<file path="src/design/ipv6_alt_pkg.sv">
// ----------------------------------------------------------------------------
// ipv6_alt_pkg
// shared types and constants of the ipv6 address lifetime table
// ----------------------------------------------------------------------------
`default_nettype none
package ipv6_alt_pkg;
   localparam logic [31:0] LIFE_INF    = 32'hFFFF_FFFF;
   localparam logic [9:0]  TPS_RESET   = 10'd100;
   localparam logic [63:0] GRP_HI      = 64'hFF02_0000_0000_0000;
   localparam logic [63:0] ALLNODES_LO = 64'h0000_0000_0000_0001;
   localparam logic [39:0] SOLNODE_TOP = 40'h00_0000_01FF;

   localparam logic [2:0] ACT_ADD     = 3'd0;
   localparam logic [2:0] ACT_DELETE  = 3'd1;
   localparam logic [2:0] ACT_LOOKUP  = 3'd2;
   localparam logic [2:0] ACT_TICK    = 3'd3;
   localparam logic [2:0] ACT_CONFIRM = 3'd4;

   localparam logic [1:0] ST_TENT = 2'd0;
   localparam logic [1:0] ST_PREF = 2'd1;
   localparam logic [1:0] ST_DEPR = 2'd2;

   localparam logic [1:0] STS_OK       = 2'd0;
   localparam logic [1:0] STS_FULL     = 2'd1;
   localparam logic [1:0] STS_NOTFOUND = 2'd2;

   typedef struct packed {
      logic [2:0]  action;
      logic [63:0] addr_hi;
      logic [63:0] addr_lo;
      logic [7:0]  prefix_len;
      logic        autoconf;
      logic [31:0] pref_life;
      logic [31:0] valid_life;
      logic        pref_inf;
      logic        valid_inf;
      logic        grp_hi;
      logic        allnodes;
   } cmd_type;

   typedef struct packed {
      logic [1:0] status;
      logic [2:0] slot;
      logic       found;
      logic       usable;
      logic       group_member;
      logic [1:0] entry_state;
      logic [3:0] expired_count;
   } rsp_type;
endpackage
`default_nettype wire

</file>
<file path="src/design/ipv6_alt_front.sv">
// ----------------------------------------------------------------------------
// ipv6_alt_front
// request intake: classifies the request and queues it for the table engine
// ----------------------------------------------------------------------------
`default_nettype none
module ipv6_alt_front (
   input  wire                    clock,
   input  wire                    reset,
   input  wire                    push,
   output logic                   full,
   input  wire  [2:0]             req_action,
   input  wire  [63:0]            req_addr_hi,
   input  wire  [63:0]            req_addr_lo,
   input  wire  [7:0]             req_prefix_len,
   input  wire                    req_autoconf,
   input  wire  [31:0]            req_pref_life,
   input  wire  [31:0]            req_valid_life,
   output logic                   cmd_valid,
   input  wire                    cmd_take,
   output ipv6_alt_pkg::cmd_type  cmd
);
   import ipv6_alt_pkg::*;

   // two entry queue
   cmd_type    q_ff [2];
   logic [1:0] cnt_ff;
   logic       wp_ff, rp_ff;
   cmd_type    c_in;
   logic       do_push;

   always_comb begin
      c_in.action     = req_action;
      c_in.addr_hi    = req_addr_hi;
      c_in.addr_lo    = req_addr_lo;
      c_in.prefix_len = req_prefix_len;
      c_in.autoconf   = req_autoconf;
      c_in.pref_life  = req_pref_life;
      c_in.valid_life = req_valid_life;
      c_in.pref_inf   = (req_pref_life == LIFE_INF);
      c_in.valid_inf  = (req_valid_life == LIFE_INF);
      c_in.grp_hi     = (req_addr_hi == GRP_HI);
      c_in.allnodes   = (req_addr_lo == ALLNODES_LO);
   end

   assign full      = (cnt_ff == 2'd2);
   assign do_push   = push && !full;
   assign cmd_valid = (cnt_ff != 2'd0);
   assign cmd       = q_ff[rp_ff];

   always_ff @(posedge clock) begin
      if (do_push) q_ff[wp_ff] <= c_in;
      if (reset) begin
         cnt_ff <= 2'd0;
         wp_ff  <= 1'b0;
         rp_ff  <= 1'b0;
      end else begin
         if (do_push) wp_ff <= !wp_ff;
         if (cmd_take) rp_ff <= !rp_ff;
         cnt_ff <= cnt_ff + {1'b0, do_push} - {1'b0, cmd_take};
      end
   end
endmodule
`default_nettype wire

</file>
<file path="src/design/ipv6_alt_engine.sv">
// ----------------------------------------------------------------------------
// ipv6_alt_engine
// table engine: walks the entries one per cycle and applies the request
// ----------------------------------------------------------------------------
`default_nettype none
module ipv6_alt_engine #(
   parameter int TABLE_ENTRIES = 8
) (
   input  wire                    clock,
   input  wire                    reset,
   input  wire  [9:0]             tps,
   input  wire                    cmd_valid,
   output logic                   cmd_take,
   input  ipv6_alt_pkg::cmd_type  cmd,
   output logic                   rsp_valid,
   input  wire                    rsp_take,
   output ipv6_alt_pkg::rsp_type  rsp
);
   import ipv6_alt_pkg::*;

   localparam int IW = $clog2(TABLE_ENTRIES);

   typedef enum logic [2:0] {
      S_IDLE, S_MUL, S_SCAN, S_APPLY, S_OUT
   } state_type;

   state_type   state_ff;
   cmd_type     c_ff;
   logic [IW-1:0] idx_ff;
   logic        hit_ff, free_ok_ff, grp_ff;
   logic [IW-1:0] hit_idx_ff, free_ff;
   logic [3:0]  cnt_ff;
   logic [63:0] now_ff;
   logic [41:0] pmul_ff, vmul_ff;
   rsp_type     rsp_ff;
   rsp_type     rsp_in;

   logic                valid_ff  [TABLE_ENTRIES];
   logic [63:0]         ahi_ff    [TABLE_ENTRIES];
   logic [63:0]         alo_ff    [TABLE_ENTRIES];
   logic [7:0]          pfx_ff    [TABLE_ENTRIES];
   logic                auto_ff   [TABLE_ENTRIES];
   logic [1:0]          st_ff     [TABLE_ENTRIES];
   logic [63:0]         pdl_ff    [TABLE_ENTRIES];
   logic [63:0]         vdl_ff    [TABLE_ENTRIES];
   logic                pinf_ff   [TABLE_ENTRIES];
   logic                vinf_ff   [TABLE_ENTRIES];

   logic          e_match, e_grp, last;
   logic [IW-1:0] tgt;
   logic [63:0]   pdl_new, vdl_new;

   assign e_match = valid_ff[idx_ff] && ahi_ff[idx_ff] == c_ff.addr_hi
                    && alo_ff[idx_ff] == c_ff.addr_lo;
   assign e_grp   = valid_ff[idx_ff]
                    && c_ff.addr_lo == {SOLNODE_TOP, alo_ff[idx_ff][23:0]};
   assign last    = (idx_ff == IW'(TABLE_ENTRIES - 1));
   assign tgt     = hit_ff ? hit_idx_ff : free_ff;
   assign pdl_new = c_ff.pref_inf ? 64'd0 : now_ff + {22'd0, pmul_ff};
   assign vdl_new = c_ff.valid_inf ? 64'd0 : now_ff + {22'd0, vmul_ff};

   assign cmd_take  = (state_ff == S_IDLE) && cmd_valid;
   assign rsp_valid = (state_ff == S_OUT);
   assign rsp       = rsp_ff;

   // result of the request, from the table as it stands before the apply step
   always_comb begin
      rsp_in = '0;
      case (c_ff.action)
         ACT_ADD: begin
            if (hit_ff || free_ok_ff) begin
               rsp_in.slot  = 3'(tgt);
               rsp_in.found = 1'b1;
               if (hit_ff) begin
                  if (st_ff[tgt] == ST_DEPR && c_ff.pref_life != 32'd0) begin
                     rsp_in.entry_state = ST_PREF;
                     rsp_in.usable      = 1'b1;
                  end else begin
                     rsp_in.entry_state = st_ff[tgt];
                     rsp_in.usable      = (st_ff[tgt] != ST_TENT);
                  end
               end
            end else begin
               rsp_in.status = STS_FULL;
            end
         end
         ACT_DELETE: begin
            if (hit_ff) begin
               rsp_in.slot  = 3'(hit_idx_ff);
               rsp_in.found = 1'b1;
            end else rsp_in.status = STS_NOTFOUND;
         end
         ACT_LOOKUP, ACT_CONFIRM: begin
            if (c_ff.action == ACT_LOOKUP) rsp_in.group_member = grp_ff;
            if (hit_ff) begin
               rsp_in.slot  = 3'(hit_idx_ff);
               rsp_in.found = 1'b1;
               if (c_ff.action == ACT_CONFIRM && st_ff[hit_idx_ff] == ST_TENT) begin
                  rsp_in.entry_state = ST_PREF;
                  rsp_in.usable      = 1'b1;
               end else begin
                  rsp_in.entry_state = st_ff[hit_idx_ff];
                  rsp_in.usable      = (st_ff[hit_idx_ff] != ST_TENT);
               end
            end else rsp_in.status = STS_NOTFOUND;
         end
         ACT_TICK: rsp_in.expired_count = cnt_ff;
         default: ;
      endcase
   end

   always_ff @(posedge clock) begin
      if (reset) begin
         state_ff <= S_IDLE;
         now_ff   <= 64'd0;
         for (int i = 0; i < TABLE_ENTRIES; i++) valid_ff[i] <= 1'b0;
      end else begin
         case (state_ff)
            S_IDLE: begin
               if (cmd_valid) begin
                  c_ff       <= cmd;
                  idx_ff     <= '0;
                  hit_ff     <= 1'b0;
                  free_ok_ff <= 1'b0;
                  grp_ff     <= cmd.grp_hi && cmd.allnodes;
                  cnt_ff     <= 4'd0;
                  hit_idx_ff <= '0;
                  free_ff    <= '0;
                  if (cmd.action == ACT_TICK) now_ff <= now_ff + 64'd1;
                  state_ff   <= S_MUL;
               end
            end
            S_MUL: begin
               pmul_ff  <= {10'd0, c_ff.pref_life} * {32'd0, tps};
               vmul_ff  <= {10'd0, c_ff.valid_life} * {32'd0, tps};
               state_ff <= S_SCAN;
            end
            S_SCAN: begin
               if (c_ff.action == ACT_TICK) begin
                  if (valid_ff[idx_ff]) begin
                     if (!vinf_ff[idx_ff] && now_ff >= vdl_ff[idx_ff]) begin
                        valid_ff[idx_ff] <= 1'b0;
                        if (cnt_ff != 4'd15) cnt_ff <= cnt_ff + 4'd1;
                     end else if (st_ff[idx_ff] == ST_PREF && !pinf_ff[idx_ff]
                                  && now_ff >= pdl_ff[idx_ff]) begin
                        st_ff[idx_ff] <= ST_DEPR;
                     end
                  end
               end else begin
                  if (e_match && !hit_ff) begin
                     hit_ff     <= 1'b1;
                     hit_idx_ff <= idx_ff;
                  end
                  if (!valid_ff[idx_ff] && !free_ok_ff) begin
                     free_ok_ff <= 1'b1;
                     free_ff    <= idx_ff;
                  end
                  if (c_ff.grp_hi && e_grp) grp_ff <= 1'b1;
               end
               if (last) state_ff <= S_APPLY;
               else idx_ff <= idx_ff + IW'(1);
            end
            S_APPLY: begin
               rsp_ff <= rsp_in;
               case (c_ff.action)
                  ACT_ADD: begin
                     if (hit_ff || free_ok_ff) begin
                        pdl_ff[tgt]  <= pdl_new;
                        vdl_ff[tgt]  <= vdl_new;
                        pinf_ff[tgt] <= c_ff.pref_inf;
                        vinf_ff[tgt] <= c_ff.valid_inf;
                        if (hit_ff) begin
                           if (st_ff[tgt] == ST_DEPR && c_ff.pref_life != 32'd0)
                              st_ff[tgt] <= ST_PREF;
                        end else begin
                           valid_ff[tgt] <= 1'b1;
                           ahi_ff[tgt]   <= c_ff.addr_hi;
                           alo_ff[tgt]   <= c_ff.addr_lo;
                           pfx_ff[tgt]   <= c_ff.prefix_len;
                           auto_ff[tgt]  <= c_ff.autoconf;
                           st_ff[tgt]    <= ST_TENT;
                        end
                     end
                  end
                  ACT_DELETE: begin
                     if (hit_ff) valid_ff[hit_idx_ff] <= 1'b0;
                  end
                  ACT_CONFIRM: begin
                     if (hit_ff && st_ff[hit_idx_ff] == ST_TENT)
                        st_ff[hit_idx_ff] <= ST_PREF;
                  end
                  default: ;
               endcase
               state_ff <= S_OUT;
            end
            S_OUT: begin
               if (rsp_take) state_ff <= S_IDLE;
            end
            default: state_ff <= S_IDLE;
         endcase
      end
   end

   // prefix and autoconf are held for later readers; keep them observed
   logic unused_keep;
   assign unused_keep = ^{pfx_ff[0], auto_ff[0]};
endmodule
`default_nettype wire

</file>
<file path="src/design/ipv6_alt_back.sv">
// ----------------------------------------------------------------------------
// ipv6_alt_back
// result queue: holds finished results until popped
// ----------------------------------------------------------------------------
`default_nettype none
module ipv6_alt_back (
   input  wire                    clock,
   input  wire                    reset,
   input  wire                    in_valid,
   output logic                   in_take,
   input  ipv6_alt_pkg::rsp_type  in_rsp,
   output logic                   empty,
   input  wire                    pop,
   output ipv6_alt_pkg::rsp_type  out_rsp
);
   import ipv6_alt_pkg::*;

   rsp_type r_ff;
   logic    v_ff;

   assign empty   = !v_ff;
   assign in_take = in_valid && (!v_ff || pop);
   assign out_rsp = r_ff;

   always_ff @(posedge clock) begin
      if (in_take) r_ff <= in_rsp;
      if (reset) v_ff <= 1'b0;
      else if (in_take) v_ff <= 1'b1;
      else if (pop) v_ff <= 1'b0;
   end
endmodule
`default_nettype wire

</file>
<file path="src/design/ipv6_address_lifetime_table_unit.sv">
// ----------------------------------------------------------------------------
// ipv6_address_lifetime_table_unit
// ipv6 interface address table with preferred and valid lifetimes
// ----------------------------------------------------------------------------
// Requests enter a two deep queue and are taken by a table engine that walks
// the TABLE_ENTRIES slots one per cycle. Each request passes through the engine
// in steps: it is taken, the lifetimes are multiplied, each slot is visited,
// the change is applied, and the result is handed over; the engine takes no
// new request until then, and the slot walk sets the rate. Results wait in a one
// deep result register while the engine already works on the next request.
`default_nettype none
module ipv6_address_lifetime_table_unit #(
   parameter int TABLE_ENTRIES = 8
) (
   input  wire         clock,
   input  wire         reset,
   input  wire         push,
   output logic        full,
   input  wire  [2:0]  req_action,
   input  wire  [63:0] req_addr_hi,
   input  wire  [63:0] req_addr_lo,
   input  wire  [7:0]  req_prefix_len,
   input  wire         req_autoconf,
   input  wire  [31:0] req_pref_life,
   input  wire  [31:0] req_valid_life,
   output logic        empty,
   input  wire         pop,
   output logic [1:0]  rsp_status,
   output logic [2:0]  rsp_slot,
   output logic        rsp_found,
   output logic        rsp_usable,
   output logic        rsp_group_member,
   output logic [1:0]  rsp_entry_state,
   output logic [3:0]  rsp_expired_count,
   input  wire         csr_valid,
   output logic        csr_ready,
   input  wire  [9:0]  csr_data
);
   import ipv6_alt_pkg::*;

   logic     cmd_valid, cmd_take, eng_valid, eng_take;
   cmd_type  cmd;
   rsp_type  eng_rsp, out_rsp;
   logic [9:0] tps_ff;

   // ticks per second register, always writable
   assign csr_ready = 1'b1;
   always_ff @(posedge clock) begin
      if (reset) tps_ff <= TPS_RESET;
      else if (csr_valid) tps_ff <= csr_data;
   end

   ipv6_alt_front u_front (
      .clock, .reset, .push, .full,
      .req_action, .req_addr_hi, .req_addr_lo, .req_prefix_len,
      .req_autoconf, .req_pref_life, .req_valid_life,
      .cmd_valid, .cmd_take, .cmd
   );

   ipv6_alt_engine #(.TABLE_ENTRIES(TABLE_ENTRIES)) u_engine (
      .clock, .reset, .tps(tps_ff),
      .cmd_valid, .cmd_take, .cmd,
      .rsp_valid(eng_valid), .rsp_take(eng_take), .rsp(eng_rsp)
   );

   ipv6_alt_back u_back (
      .clock, .reset,
      .in_valid(eng_valid), .in_take(eng_take), .in_rsp(eng_rsp),
      .empty, .pop, .out_rsp
   );

   assign rsp_status        = out_rsp.status;
   assign rsp_slot          = out_rsp.slot;
   assign rsp_found         = out_rsp.found;
   assign rsp_usable        = out_rsp.usable;
   assign rsp_group_member  = out_rsp.group_member;
   assign rsp_entry_state   = out_rsp.entry_state;
   assign rsp_expired_count = out_rsp.expired_count;
endmodule
`default_nettype wire

</file>
<file path="config.mk">
export PLATFORM = sky130hd
export DESIGN_NAME = ipv6_address_lifetime_table_unit
export DESIGN_NICKNAME = d
export VERILOG_FILES = /design/src/design/ipv6_alt_pkg.sv /design/src/design/ipv6_alt_front.sv /design/src/design/ipv6_alt_engine.sv /design/src/design/ipv6_alt_back.sv /design/src/design/ipv6_address_lifetime_table_unit.sv
export SDC_FILE = /design/constraint.sdc
export NUM_CORES = 2
export LEC_CHECK = 0
export ABC_AREA = 1
export BUFFER_PORTS_ARGS = -buffer_cell sky130_fd_sc_hd__buf_2
export CORE_ASPECT_RATIO = 0.9
export CORE_MARGIN = 1.5
export CORE_UTILIZATION = 40
export DETAILED_ROUTE_END_ITERATION = 12
export RECOVER_POWER = 100
export SLEW_MARGIN = 20
export SYNTH_ARGS = -nofsm -noshare
export SYNTH_HDL_FRONTEND = slang
export SYNTH_SLANG_ARGS = --single-unit
</file>
<file path="constraint.sdc">
create_clock -name clock -period 17.1 [get_ports clock]
set_input_delay 2.565 -clock clock [delete_from_list [all_inputs] [get_ports clock]]
set_output_delay 2.565 -clock clock [all_outputs]
set_load 0.01 [all_outputs]
</file>
==> impl_metrics.tcl <==
set metrics [dict create \
    status "complete, but fails checks" \
    violations "capacitance limit, slew limit" \
    drive_above_1_share 0.0418 \
    start_kind "input port" \
    htreeDepth 5 \
    nNetsFinal 14755 \
    synth_top_area_frac 0.587 \
    crit_type "in2reg" \
    crit_family "buffers and inverters" \
    vias 97537 \
    power.internal_mw 17.7 \
    finalHoldViolCount 0 \
    area_growth_pct 10.6 \
    clock-root-buffer "clkbuf_16" \
    skew_ps 109 \
    wirelength_mm 384 \
    maxCapViolations 56 \
    place_congestion 0.924 \
    synth-seq-cells 2901 \
    yosysWarnings 0 \
    post_drt_wl_per_cell_um 20.6 \
    combPwrFrac 0.472 \
    power-per-cell-area_nw_per_um2 195 \
    core-area_um2 357000 \
    required_ps 17610 \
    die_area_um2 363000 \
    die_w_um 635 \
    hp-start "u_engine.rsp[5]" \
    grt_pass1_wl_mm 580 \
    postSynthCellCount 13621 \
    overflow 0 \
    synth.avg_cell_area_um2 10.6 \
    post-dp-hpwl_mm 240 \
    fmax_ghz 0.0878 \
    dr.first_iter.drc_count 9318 \
    synth_cell_types 64 \
    cp_max_fo 49 \
    hold_end "u_back.out_rsp[5]" \
    cp.arrival_ps 11910 \
    cts_resized 0 \
    clkPwrFrac 0.215 \
    antenna_left 0 \
    rsz0062_at_grt "no" \
    grt_usage 0.207 \
    ys_top_cells_by_area "edfxtp_1, nand2_1, fa_1" \
    die_h_um 572 \
    cts_tree "yes" \
    reg2regPathDepth 12 \
    synth_area_leader_cell "edfxtp_1" \
    drc 0 \
    worstMarginPinSlew_ps 4480 \
    irDropWorstVdd_uv 278 \
    end_kind "flop" \
    ys_seq_area_frac 0.600 \
    port_buffers 225 \
    regToRegSetupSlack_ps 7000 \
    finalCriticalPeriod_ps 11390 \
    grt_pass1_vias 92833 \
    clkSinkCount 2901 \
    initial_core_util 0.403 \
    power_mw 31.0 \
    cts_setup_buffers 0 \
    rr_endpoint "u_engine.now_ff[57]" \
    slew_viol_final 2429 \
    hold_class "reg2reg" \
    path_cells "clkbuf_1 > clkbuf_1 > clkinv_1 > nand2_1 > inv_1 > nand3_1 > nor2_1 > clkbuf_1 > buf_4 > buf_4" \
    path_clk_slew_ps 60 \
    power_frac_seq 0.314 \
    dr.pass1.iters 8 \
    clkLatencyLatePin_ps 940 \
    setup_tns_ps 0 \
    switching_share 0.428 \
    synth_nets 14690 \
    cts_buffer_depth 4 \
    switching_power_mw 13.2 \
    finalSetupViolations 0 \
    hold_depth 0 \
    leakage_nw 62.9 \
    antenna_found_initial 25 \
    path_common_cell "clkbuf_1" \
    timing.final.crit_share 0.666 \
    path_buf_inv 7 \
    hold_buffers 0 \
    cts_buffers 312 \
    slowest_stage "clkbuf_1" \
    grt_max_degree 209 \
    ios 236 \
    netlist_area_um2 144000 \
    slowest_delay_ps 2880 \
    relSlewSlack -1.99 \
    rows 208 \
    via_per_inst 5.22 \
]
## cell type report
cell class,instances,area (um2)
inverter,1584,5980
clock buffer,382,8190
clock inverter,180,1840
multi-input combinational,8522,48900
fill,33217,198000
timing repair buffer,365,1880
sequential,2901,86200
tap,4725,5910
antenna,13,32.5
## through the flow
step | hold WS, ps | cells | instance area, um2 | util | setup WS (ps)
floorplan | 400 | 13621 | 144000 | - | 4050
global placement | 405 | 18096 | 150000 | 0.419 | 8870
detailed placement | 411 | 18096 | 150000 | 0.419 | 8880
CTS | 427 | 18658 | 160000 | 0.447 | 9840
global route | 433 | 18668 | 159000 | 0.445 | 5270
finish | 423 | 18672 | 159000 | 0.445 | 5710
## metal layers
layer | global-route usage | vias up | share of wire
met5 | 0 | - | 0.00088
met4 | 0.0564 | 10 | 0.027
met3 | 0.0293 | 525 | 0.077
met2 | 0.321 | 3372 | 0.44
met1 | 0.306 | 47438 | 0.46
li1 | - | 46192 | -
## power by group through the flow
| stage | clock (mW) | sequential (mW) | combinational [mW] |
|---|---|---|---|
| after floorplan | 0 | 9.46 | 10.6 |
| after CTS | 6.75 | 9.67 | 14.6 |
| final | 6.65 | 9.71 | 14.6 |
| after global routing | 7.01 | 9.76 | 16.6 |
| after detailed placement | 0 | 9.82 | 14.6 |
| after global placement | 0 | 9.81 | 14.5 |
## worst register-to-register path: cells and delay by family (launching register included)
kind / cells / cell delay [ps]
flops: 1 / 1670
compound gates: 2 / 460
buf+inv: 1 / 3480
simple gates: 9 / 4430
## layout by cell type, fill, tap and decap left out, types with 21 or more instances in the layout
cell	n
o221ai_1	133
edfxtp_1	2812
a31oi_1	62
clkinv_1	64
dfxtp_1	78
inv_1	1572
nand2_1	3087
o22ai_1	140
nand3b_1	61
xor2_1	74
clkbuf_16	316
a21oi_1	411
nor3_1	107
nor2_1	1488
clkbuf_1	327
o21bai_1	21
bufinv_16	26
o21ai_1	29
fa_1	478
nor4_1	61
xnor2_1	37
a21o_1	37
ha_1	372
nand4_1	84
o211ai_1	45
o21ai_0	1147
clkinv_2	52
buf_4	74
nand3_1	547
## worst max-delay path by stage
| stage | startpoint | endpoint | slack, ps | cells after the start |
|---|---|---|---|---|
| 2_1_floorplan | reset | u_engine.ahi_ff[2][0] | 4050 | 8 |
| 3_3_place_gp | reset | u_engine.pdl_ff[1][1] | 8870 | 10 |
| 4_1_cts | reset | u_engine.pdl_ff[1][21] | 9840 | 10 |
| 5_1_grt | reset | u_engine.pdl_ff[1][21] | 5270 | 10 |
| 3_5_place_dp | reset | u_engine.pdl_ff[1][3] | 8880 | 10 |
| 6_report | reset | u_engine.pdl_ff[1][23] | 5710 | 10 |
## cells in the mapped netlist, drive strengths merged
library cell	count
a21oi	411
clkinv	2
ha	372
o211ai	45
xnor2	37
a22oi	1
a221oi	5
nor2	1500
o221ai	133
buf	244
inv	1582
o311ai	3
or2	3
fa	478
nor4b	1
a22o	1
edfxtp	2812
o31ai	2
o21a	17
and3	11
nor3	109
a21boi	5
nor4	65
clkbuf	370
xor2	74
o21bai	21
nand3	547
nand2	3091
o41ai	1
nand4	84
nand3b	61
a21o	37
o32ai	1
or4	1
conb	1
o21ai	1176
nand2b	1
o211a	1
a31oi	62
nor3b	3
o22ai	140
a32oi	1
dfxtp	89
and2	7
a211oi	13
## registers in the layout, indices dropped and copies added (netlist names), 10 cells and up, named ones only
| register | cells |
|---|---|
| u_engine.pdl_ff | 512 |
| u_engine.st_ff | 16 |
| u_front.q_ff | 398 |
| tps_ff | 10 |
| u_engine.vdl_ff | 512 |
| u_back.out_rsp | 14 |
| u_engine.alo_ff | 512 |
| u_engine.ahi_ff | 512 |
| u_engine.pmul_ff | 42 |
| u_engine.now_ff | 64 |
| u_engine.c_ff | 198 |
| u_engine.vmul_ff | 42 |
| u_engine.rsp | 14 |
## kinds of logic (layout without fill, tap and decap cells)
family	count (synthesis)	count (layout)	synth area share
other	1	14	0.0000261
and+or+nand+nor	5484	5484	0.154
xor gates and xnor gates	111	111	0.00676
buffers and inverters	2198	2511	0.0601
DFF	2901	2901	0.600
adders and majority gates	850	850	0.0989
AOI/OAI and AO/OA	2076	2076	0.0804
Power figures use the tool's default switching activity.
